### src/rtl/sisd_pkg.sv
// shared types and constants for the descending string sorter
package sisd_pkg;

    typedef enum logic [7:0] {
        ST_LOAD  = 8'b0000_0001,
        ST_INIT  = 8'b0000_0010,
        ST_PICK  = 8'b0000_0100,
        ST_RDORD = 8'b0000_1000,
        ST_RDCH  = 8'b0001_0000,
        ST_CMP   = 8'b0010_0000,
        ST_PLACE = 8'b0100_0000,
        ST_EMIT  = 8'b1000_0000
    } state_t;

    typedef struct packed {
        logic load_byte;
        logic init_order;
        logic pick;
        logic rd_order;
        logic rd_char;
        logic cmp_step;
        logic shift;
        logic place;
        logic emit_rd;
        logic finish;
    } cmd_t;

    typedef struct packed {
        logic is_term;
        logic eos;
        logic init_done;
        logic sort_done;
        logic hole_zero;
        logic cmp_done;
        logic cmp_less;
        logic emit_last;
        logic count_zero;
    } status_t;

endpackage

### src/rtl/sisd_ctrl.sv
// sequencer for load, insertion sort and emit phases
module sisd_ctrl (
    input  logic              clk,
    input  logic              rst_n,
    input  logic              in_valid,
    output logic              in_stall,
    output logic              out_valid,
    input  logic              out_stall,
    input  sisd_pkg::status_t sts,
    output sisd_pkg::cmd_t    cmd
);
    import sisd_pkg::*;

    state_t state_reg, state_next;
    logic   ov_reg, ov_next;

    assign in_stall  = (state_reg != ST_LOAD);
    assign out_valid = ov_reg;

    always_comb
    begin
        state_next = state_reg;
        ov_next    = ov_reg;
        cmd        = '0;
        unique case (state_reg)
            ST_LOAD:
            begin
                if (in_valid)
                begin
                    cmd.load_byte = 1'b1;
                    if (sts.is_term && sts.eos)
                    begin
                        state_next = ST_INIT;
                    end
                end
            end
            ST_INIT:
            begin
                if (sts.count_zero)
                begin
                    state_next = ST_LOAD;
                end
                else
                begin
                    cmd.init_order = 1'b1;
                    if (sts.init_done)
                    begin
                        state_next = ST_PICK;
                    end
                end
            end
            ST_PICK:
            begin
                if (sts.sort_done)
                begin
                    cmd.emit_rd = 1'b1;
                    state_next  = ST_EMIT;
                end
                else
                begin
                    cmd.pick   = 1'b1;
                    state_next = ST_RDORD;
                end
            end
            ST_RDORD:
            begin
                if (sts.hole_zero)
                begin
                    state_next = ST_PLACE;
                end
                else
                begin
                    cmd.rd_order = 1'b1;
                    state_next   = ST_RDCH;
                end
            end
            ST_RDCH:
            begin
                cmd.rd_char = 1'b1;
                state_next  = ST_CMP;
            end
            ST_CMP:
            begin
                if (sts.cmp_done)
                begin
                    if (sts.cmp_less)
                    begin
                        cmd.shift  = 1'b1;
                        state_next = ST_RDORD;
                    end
                    else
                    begin
                        state_next = ST_PLACE;
                    end
                end
                else
                begin
                    cmd.cmp_step = 1'b1;
                    state_next   = ST_RDCH;
                end
            end
            ST_PLACE:
            begin
                cmd.place  = 1'b1;
                state_next = ST_PICK;
            end
            ST_EMIT:
            begin
                if (!ov_reg || !out_stall)
                begin
                    ov_next = 1'b0;
                    if (!ov_reg || !sts.emit_last)
                    begin
                        if (ov_reg || !sts.emit_last)
                        begin
                            cmd.emit_rd = ov_reg;
                        end
                        ov_next = 1'b1;
                    end
                    else
                    begin
                        cmd.finish = 1'b1;
                        state_next = ST_LOAD;
                    end
                end
            end
            default:
            begin
                state_next = ST_LOAD;
            end
        endcase
    end

    always_ff @(posedge clk or negedge rst_n)
    begin
        if (!rst_n)
        begin
            state_reg <= ST_LOAD;
            ov_reg    <= 1'b0;
        end
        else
        begin
            state_reg <= state_next;
            ov_reg    <= ov_next;
        end
    end
endmodule

### config.mk
export PLATFORM = sky130hd
export DESIGN_NAME = sisd_ctrl
export DESIGN_NICKNAME = d
export VERILOG_FILES = /design/src/rtl/sisd_pkg.sv /design/src/rtl/sisd_ctrl.sv
export SDC_FILE = /design/constraint.sdc
export NUM_CORES = 1
export LEC_CHECK = 0
export ABC_AREA = 0
export BUFFER_PORTS_ARGS = -buffer_cell sky130_fd_sc_hd__buf_2
export CORE_MARGIN = 4
export CORE_UTILIZATION = 45
export DETAILED_ROUTE_END_ITERATION = 10
export PLACE_DENSITY = 0.85
export SLEW_MARGIN = 40
export SYNTH_ARGS = -nofsm -noshare
export SYNTH_HDL_FRONTEND = slang
export SYNTH_SLANG_ARGS = --single-unit
export TNS_END_PERCENT = 5
### constraint.sdc
create_clock -name clk -period 1.7 [get_ports clk]
set_clock_uncertainty 0.05 [all_clocks]
set_input_delay 0.255 -clock clk [delete_from_list [all_inputs] [get_ports clk]]
set_output_delay 0.255 -clock clk [all_outputs]
set_load 0.02 [all_outputs]
After elaboration in Yosys (flattened, before gate mapping) --
Cells that the tools add are included. Widths: inputs -> output; s select.
Word-level totals: register bits 9, output and inout bits 12, word-level logic and storage cells 58
Operators by class: equality and inequality tests 14, mux-type cells 33, reductions and logical operators 9
Operators with widths (number):
- $pmux 8 s8 | 1
- $mux 8 | 7
- $mux 7 | 3
- $mux 1 | 19
- $eq 8x1->1 const B | 1
- $eq 8x2->1 const B | 1
- $eq 8x3->1 const B | 1
- $eq 8x4->1 const B | 1
- $eq 8x5->1 const B | 1
- $eq 8x6->1 const B | 1
- $eq 8x7->1 const B | 1
- $eq 8x8->1 const B | 1
- $ne 2x2->1 const B | 4
- $ne 8x1->1 const B | 1
- $reduce_and 5->1 | 1
- $mux 2 | 2
- $logic_not 1->1 | 3
- $logic_or 1x1->1 | 3
- $ne 3x3->1 const B | 1
- $pmux 1 s2 | 1
- $reduce_and 2->1 | 1
- $logic_and 1x1->1 | 1

Depth between registers and ports, before layout --
Gate-level depths: netlist (run 1).
word-level depth 6, depth in mapped cells 5

Least setup slack after synthesis (run 1) --
No wires, ideal clock.
path type register -> output, start point register state_reg[3], end point output port cmd[1] (netlist bit), arrival 1.590 ns, required time 1.395 ns, path slack -0.195 ns, stages on the path, launching flop included 5, path buffers 0, cells stage by stage dfrtp_1 -> nor4_4 -> and4b_2 -> nand2_1 -> o21ai_0
RTL lines:
- start: declaration | line sisd_ctrl.sv:14 | state_t state_reg, state_next;
- start signal: assignment | line sisd_ctrl.sv:143 | state_reg <= state_next;
- end: declaration | line sisd_ctrl.sv:10 | output sisd_pkg::cmd_t cmd

==> impl_metrics.yaml, run 1 <==
status:
  status: "finished with violations"
  violations: "negative setup slack"
sta:
  setup_viol: 12
  tns_ns: -2.508
  rsz0062_at_grt: "yes"
  drv_slew: 0
  worstMarginPinSlew_ns: 0.3437
  min_period_ns: 2.021
  final.period_utilization_pct: 118.9
  slew-limit-headroom_pct: 77.09
  hold_viol: 0
  clock.fmax_mhz: 494.7
  fin_ws_ns: -0.3215
route:
  top_layer_used: "met4"
  dr_wl_met3_um: 166
  drtIter0Drc: 35
  drt_first_pass_iters: 4
  wirelength_um: 1975
  met1_length_um: 766
  routed_via_density: 5.914
  drc: 0
  dr_wl_met2_um: 985
  vias: 686
  antenna_left: 0
  post_drt_wl_per_cell_um: 17.03
cts:
  cts_buffers: 3
  clk_pin_slew_worst_paths_ns: 0.07
  clock-sinks: 9
  htree_levels: 1
  clk_latency_ns: 0.27
  cts_tree: "built"
  clock_path_buffers: 2
  root_buffer: "clkbuf_4"
worst_setup_path:
  cp-end-kind: "primary output"
  reg2reg_setup_slack_ns: -0.06
  critPathKind: "flop to primary output"
  required_ns: 1.39
  crit_fanout: 4
  crit_path_start_kind: "flop"
  critical_path_arrival_ns: 1.72
place:
  port_buffers: 24
  pre_cts_ws_ns: -0.09215
  gp_congestion: 0.7669
  place_hpwl_um: 1173
logic_synthesis:
  synth_flop_cell: "dfrtp_1"
  synth_cell_types: 24
  synthDominantCellAreaShare_pct: 34.12
  postSynthCellCount: 64
  syn_area_per_cell_um2: 9.169
  synth_edf_count: 0
  seq_area_frac_synth_pct: 38.59
  yosys.area.top_type: "dfrtp_1"
  ys_top_cells_by_area: "dfrtp_1 34%, nor4_4 7.2%, nor2_1 7.0%"
  postSynth.asyncResetShare_pct: 100.0
  ys_ff_latch: 9
  syn-cell-area_um2: 586.8
  ys_warn_count: 0
  syn-num-nets: 77
power:
  p_int_uw: 560.2
  p_sw_share_pct: 39.33
  vdd_drop_max_mv: 0.7117
  p_comb_share_pct: 48.6
  power_switching_uw: 363.2
  clkPwrFrac_pct: 18.9
  power_density_nw_per_um2: 1012
  leakagePower_uw: 0.0004484
  power_frac_seq_pct: 32.5
finish:
  n_fill_cell: 71
  antenna_cells: 0
  fin_util_pct: 77.88
  final_common_cell: "buf_2"
  drive_above_1_share_pct: 53.92
  num-nets-final: 116
  largest_reg_flops: 8
  syn2layout_area_growth_pct: 55.44
  layout_common_cells: "15 x buf_2, 13 x buf_4, 9 x nor2_1, 9 x nand2_1, 6 x dfrtp_1"
floorplanning:
  core_area_um2: 1171
  die_h_um: 44.11
  initial_core_util_pct: 50.11
  row_count: 12
  die_w_um: 44.11
  fp.dieArea_um2: 1946
  num_io_pins: 25
global_routing:
  grt_overflow: 0
  antenna_found_initial: 0
  grt_util_all_layers_pct: 22.50
  grt_pass1_wl_um: 3153
  grt_max_degree: 10
  grt_pass1_vias: 723
flow_run:
  maxCapViolCount: 0
hold_path:
  hold_class: "input port to flop"
[routing by layer]
| metal | vias to the layer above | track usage (%) |
|---|---|---|
| met2 | 47 | 37.50 |
| li1 | 313 | - |
| met3 | 10 | 6.911 |
| met4 | 0 | 16.27 |
| met5 | - | 0 |
| met1 | 316 | 23.75 |
[power groups by stage]
stage | sequential (uW) | clock [uW] | combinational [uW]
2_1_floorplan | 297 | 0 | 256
3_3_place_gp | 296 | 0 | 379
3_5_place_dp | 299 | 0 | 388
4_1_cts | 295 | 174 | 425
5_1_grt | 300 | 200 | 488
6_report | 300 | 174 | 449
[stage by stage]
| step | cells | power (uW) | hold WS (ns) | instance area, um^2 |
|---|---|---|---|---|
| after floorplan | 64 | 553.1 | -0.09059 | 589.3 |
| after global placement | 109 | 674.9 | 0.06882 | 779.5 |
| after detailed placement | 109 | 687.4 | 0.06985 | 779.5 |
| after CTS | 116 | 894.0 | 0.1509 | 888.4 |
| after global routing | 116 | 987.7 | 0.1485 | 912.1 |
| final | 116 | 923.4 | 0.1537 | 912.1 |
[synth_stat cells (3+ instances only)]
cell type	n
nor2b_1	3
inv_1	3
dfrtp_1	8
nand4b_1	4
nand2_1	10
nor2_1	11
[what timing repair did]
action | in CTS | in global routing
setup endpoints to repair | 11 | 13
gates resized for setup | 17 | 8
setup buffers | 2 | 0
pin swaps | 6 | 6
cloned | 0 | 0
hold endpoints to repair | 8 | 0
hold buffers | 1 | 0
[cells by family after synthesis]
logic type / synth area share [%]
flip-flops: 38.59
buffers and inverters: 1.919
AO/OA/AOI/OAI: 10.23
AND/OR/NAND/NOR: 49.25
[layout make-up]
cell class,instances,area [um^2],share of cell area (%)
multi-input combinational,52,389.1,42.66
sequential,9,229.0,25.10
inverter,3,11.26,1.235
tap,14,17.52,1.920
timing repair buffer,34,239.0,26.20
clock buffer,4,26.28,2.881
[worst paths after layout]
path	to	cells after the start	start
min in group asynchronous	state_reg[1]	2	rst_n
min reg2reg	out_valid	2	out_valid
max reg2reg	state_reg[0]	7	state_reg[0]
min	state_reg[6]	2	sts[2]
max	cmd[3]	5	state_reg[7]
max in group asynchronous	state_reg[0]	2	rst_n
[critical path, cell delays in order (launching register included)]
cell	delay, ns
dfrtp_1	0.41
nor4_4	0.36
nand2_2	0.12
nor3b_2	0.23
and3_4	0.22
buf_6	0.11
Power figures use the tool's default switching activity.
==> run 2: changes to the inputs <==
--- a/config.mk
+++ b/config.mk
@@ -7,10 +7,10 @@
 export LEC_CHECK = 0
 export ABC_AREA = 0
 export BUFFER_PORTS_ARGS = -buffer_cell sky130_fd_sc_hd__buf_2
-export CORE_MARGIN = 4
-export CORE_UTILIZATION = 45
+export CORE_AREA = 4 4 41 43
 export DETAILED_ROUTE_END_ITERATION = 10
-export PLACE_DENSITY = 0.85
+export DIE_AREA = 0 0 45 47
+export PLACE_DENSITY = 0.84
 export SLEW_MARGIN = 40
 export SYNTH_ARGS = -nofsm -noshare
 export SYNTH_HDL_FRONTEND = slang
==> constraint.sdc (replaced) <==
create_clock -name clk -period 2.45 [get_ports clk]
set_clock_uncertainty 0.05 [all_clocks]
set_input_delay 0.3675 -clock clk [delete_from_list [all_inputs] [get_ports clk]]
set_output_delay 0.3675 -clock clk [all_outputs]
set_load 0.02 [all_outputs]
==> impl_metrics.yaml, run 2 (synthesis gave the netlist of run 1 again) <==
finish:
  final_area_um2: 762.0
  final_cells: 108
  syn2layout_area_growth_pct: 29.85
  n_fill_cell: 129
  layout_common_cells: "24 x buf_2, 11 x nor2_1, 10 x nand2_1"
  largest_reg_flops: 8
  antenna_cells: 0
  final_common_cell: "buf_2"
  num-nets-final: 107
  drive_above_1_share_pct: 39.78
place:
  gp_congestion: 0.7907
  port_buffers: 24
  dpl_cell_area_um2: 725.7
  place_hpwl_um: 1052
  placed_cells: 103
sta:
  tns_ns: 0
  rsz0062_at_grt: "no"
  setup_viol: 0
  final.period_utilization_pct: 91.68
  hold_viol: 0
  drv_slew: 0
  worstMarginPinSlew_ns: 0.3278
  slew-limit-headroom_pct: 77.99
  min_period_ns: 2.246
  clock.fmax_mhz: 445.2
worst_setup_path:
  critPathKind: "flop to primary output"
  cp-end-kind: "primary output"
  crit_fanout: 4
  crit_path_start_kind: "flop"
  required_ns: 2.03
  critical_path_arrival_ns: 1.83
cts:
  cts_tree: "built"
  clock_path_buffers: 2
  cts_resized: 0
  cts_buffers: 3
  clock-sinks: 9
  clk_latency_ns: 0.26
  clk_pin_slew_worst_paths_ns: 0.07
  htree_levels: 1
  root_buffer: "clkbuf_4"
route:
  post_drt_wl_per_cell_um: 11.89
  wirelength_um: 1284
  top_layer_used: "met4"
  met1_length_um: 539
  vias: 603
  dr_wl_met2_um: 620
  drt_first_pass_iters: 4
  antenna_left: 0
  drtIter0Drc: 14
  drc: 0
  routed_via_density: 5.583
  dr_wl_met3_um: 96
floorplanning:
  row_count: 13
  fp.dieArea_um2: 2115
  initial_core_util_pct: 45.10
  core_area_um2: 1301
  die_h_um: 47
  die_w_um: 45
  num_io_pins: 25
power:
  power.total_uw: 561.1
  power_density_nw_per_um2: 736.3
  vdd_drop_max_mv: 0.5006
  leakagePower_uw: 0.0004049
hold_path:
  hold_class: "input port to flop"
global_routing:
  antenna_found_initial: 0
  grt_max_degree: 10
  grt_overflow: 0
  grt_pass1_wl_um: 2194
  grt_pass1_vias: 522
  grt_util_all_layers_pct: 14.81
flow_run:
  maxCapViolCount: 0
status:
  status: "finished, final reports clean"
## run 2: changes by cell type in the layout (fill, tap and decap cells not counted), moves of 2 or more
| cell | delta |
|---|---|
| buf_2 | +9 |
| dfrtp_2 | -2 |
| dfrtp_1 | +2 |
| buf_6 | -5 |
| nor2_2 | -2 |
| and3_4 | -2 |
| nor2_1 | +2 |
| buf_4 | -13 |
## run 2: worst max-delay path: stages, from the launching register on
cell and delay [ns]:
dfrtp_1 0.42, nor4_4 0.36, nand2_1 0.16, nor3b_1 0.26
and3_2 0.21, buf_2 0.16
## run 2: final timing paths
check	slack, ns	from	cells past startpoint	endpoint
setup / recovery	0.20	state_reg[7]	5	cmd[3]
hold / removal	0.26	sts[2]	2	state_reg[6]
setup reg to reg	0.80	state_reg[3]	5	state_reg[0]
hold reg to reg	0.48	out_valid	2	out_valid
max in group asynchronous	1.67	rst_n	2	state_reg[0]
min in group asynchronous	0.43	rst_n	2	state_reg[2]
## run 2: timing repair
item                      in CTS  in global routing
hold buffers                   1                  0
setup buffers                  0                  0
hold endpoints to repair       8                  0
## run 2: power breakdown
group | switching [uW] | leakage, uW | total (uW) | internal, uW
Clock | 55.2 | 0.0000150 | 118 | 62.9
Sequential | 31.8 | 0.000116 | 207 | 176
Combinational | 128 | 0.000274 | 236 | 108
Total | 215 | 0.000405 | 561 | 346
## run 2: through the flow
step	util, %	hold slack [ns]	setup slack, ns
2_1_floorplan	-	0.02191	0.4426
3_3_place_gp	55.77	0.1812	0.5381
3_5_place_dp	55.77	0.1829	0.4957
4_1_cts	58.56	0.2501	0.2056
5_1_grt	58.56	0.2623	0.06810
6_report	58.56	0.2563	0.2038
## run 2: per-layer routing
metal  up-vias  global-route usage (%)
li1        294                       -
met1       278                   17.49
met2        26                   24.58
met3         5                   3.448
met4         0                   8.772
met5         -                       0
## run 2: layout make-up
| type | count | area [um^2] | area share [%] |
|---|---|---|---|
| Multi-Input combinational cell | 52 | 349.1 | 45.81 |
| Tap cell | 15 | 18.77 | 2.463 |
| Clock buffer | 4 | 26.28 | 3.448 |
| Timing Repair Buffer | 25 | 130.1 | 17.08 |
| Sequential cell | 9 | 226.5 | 29.72 |
| Inverter | 3 | 11.26 | 1.478 |
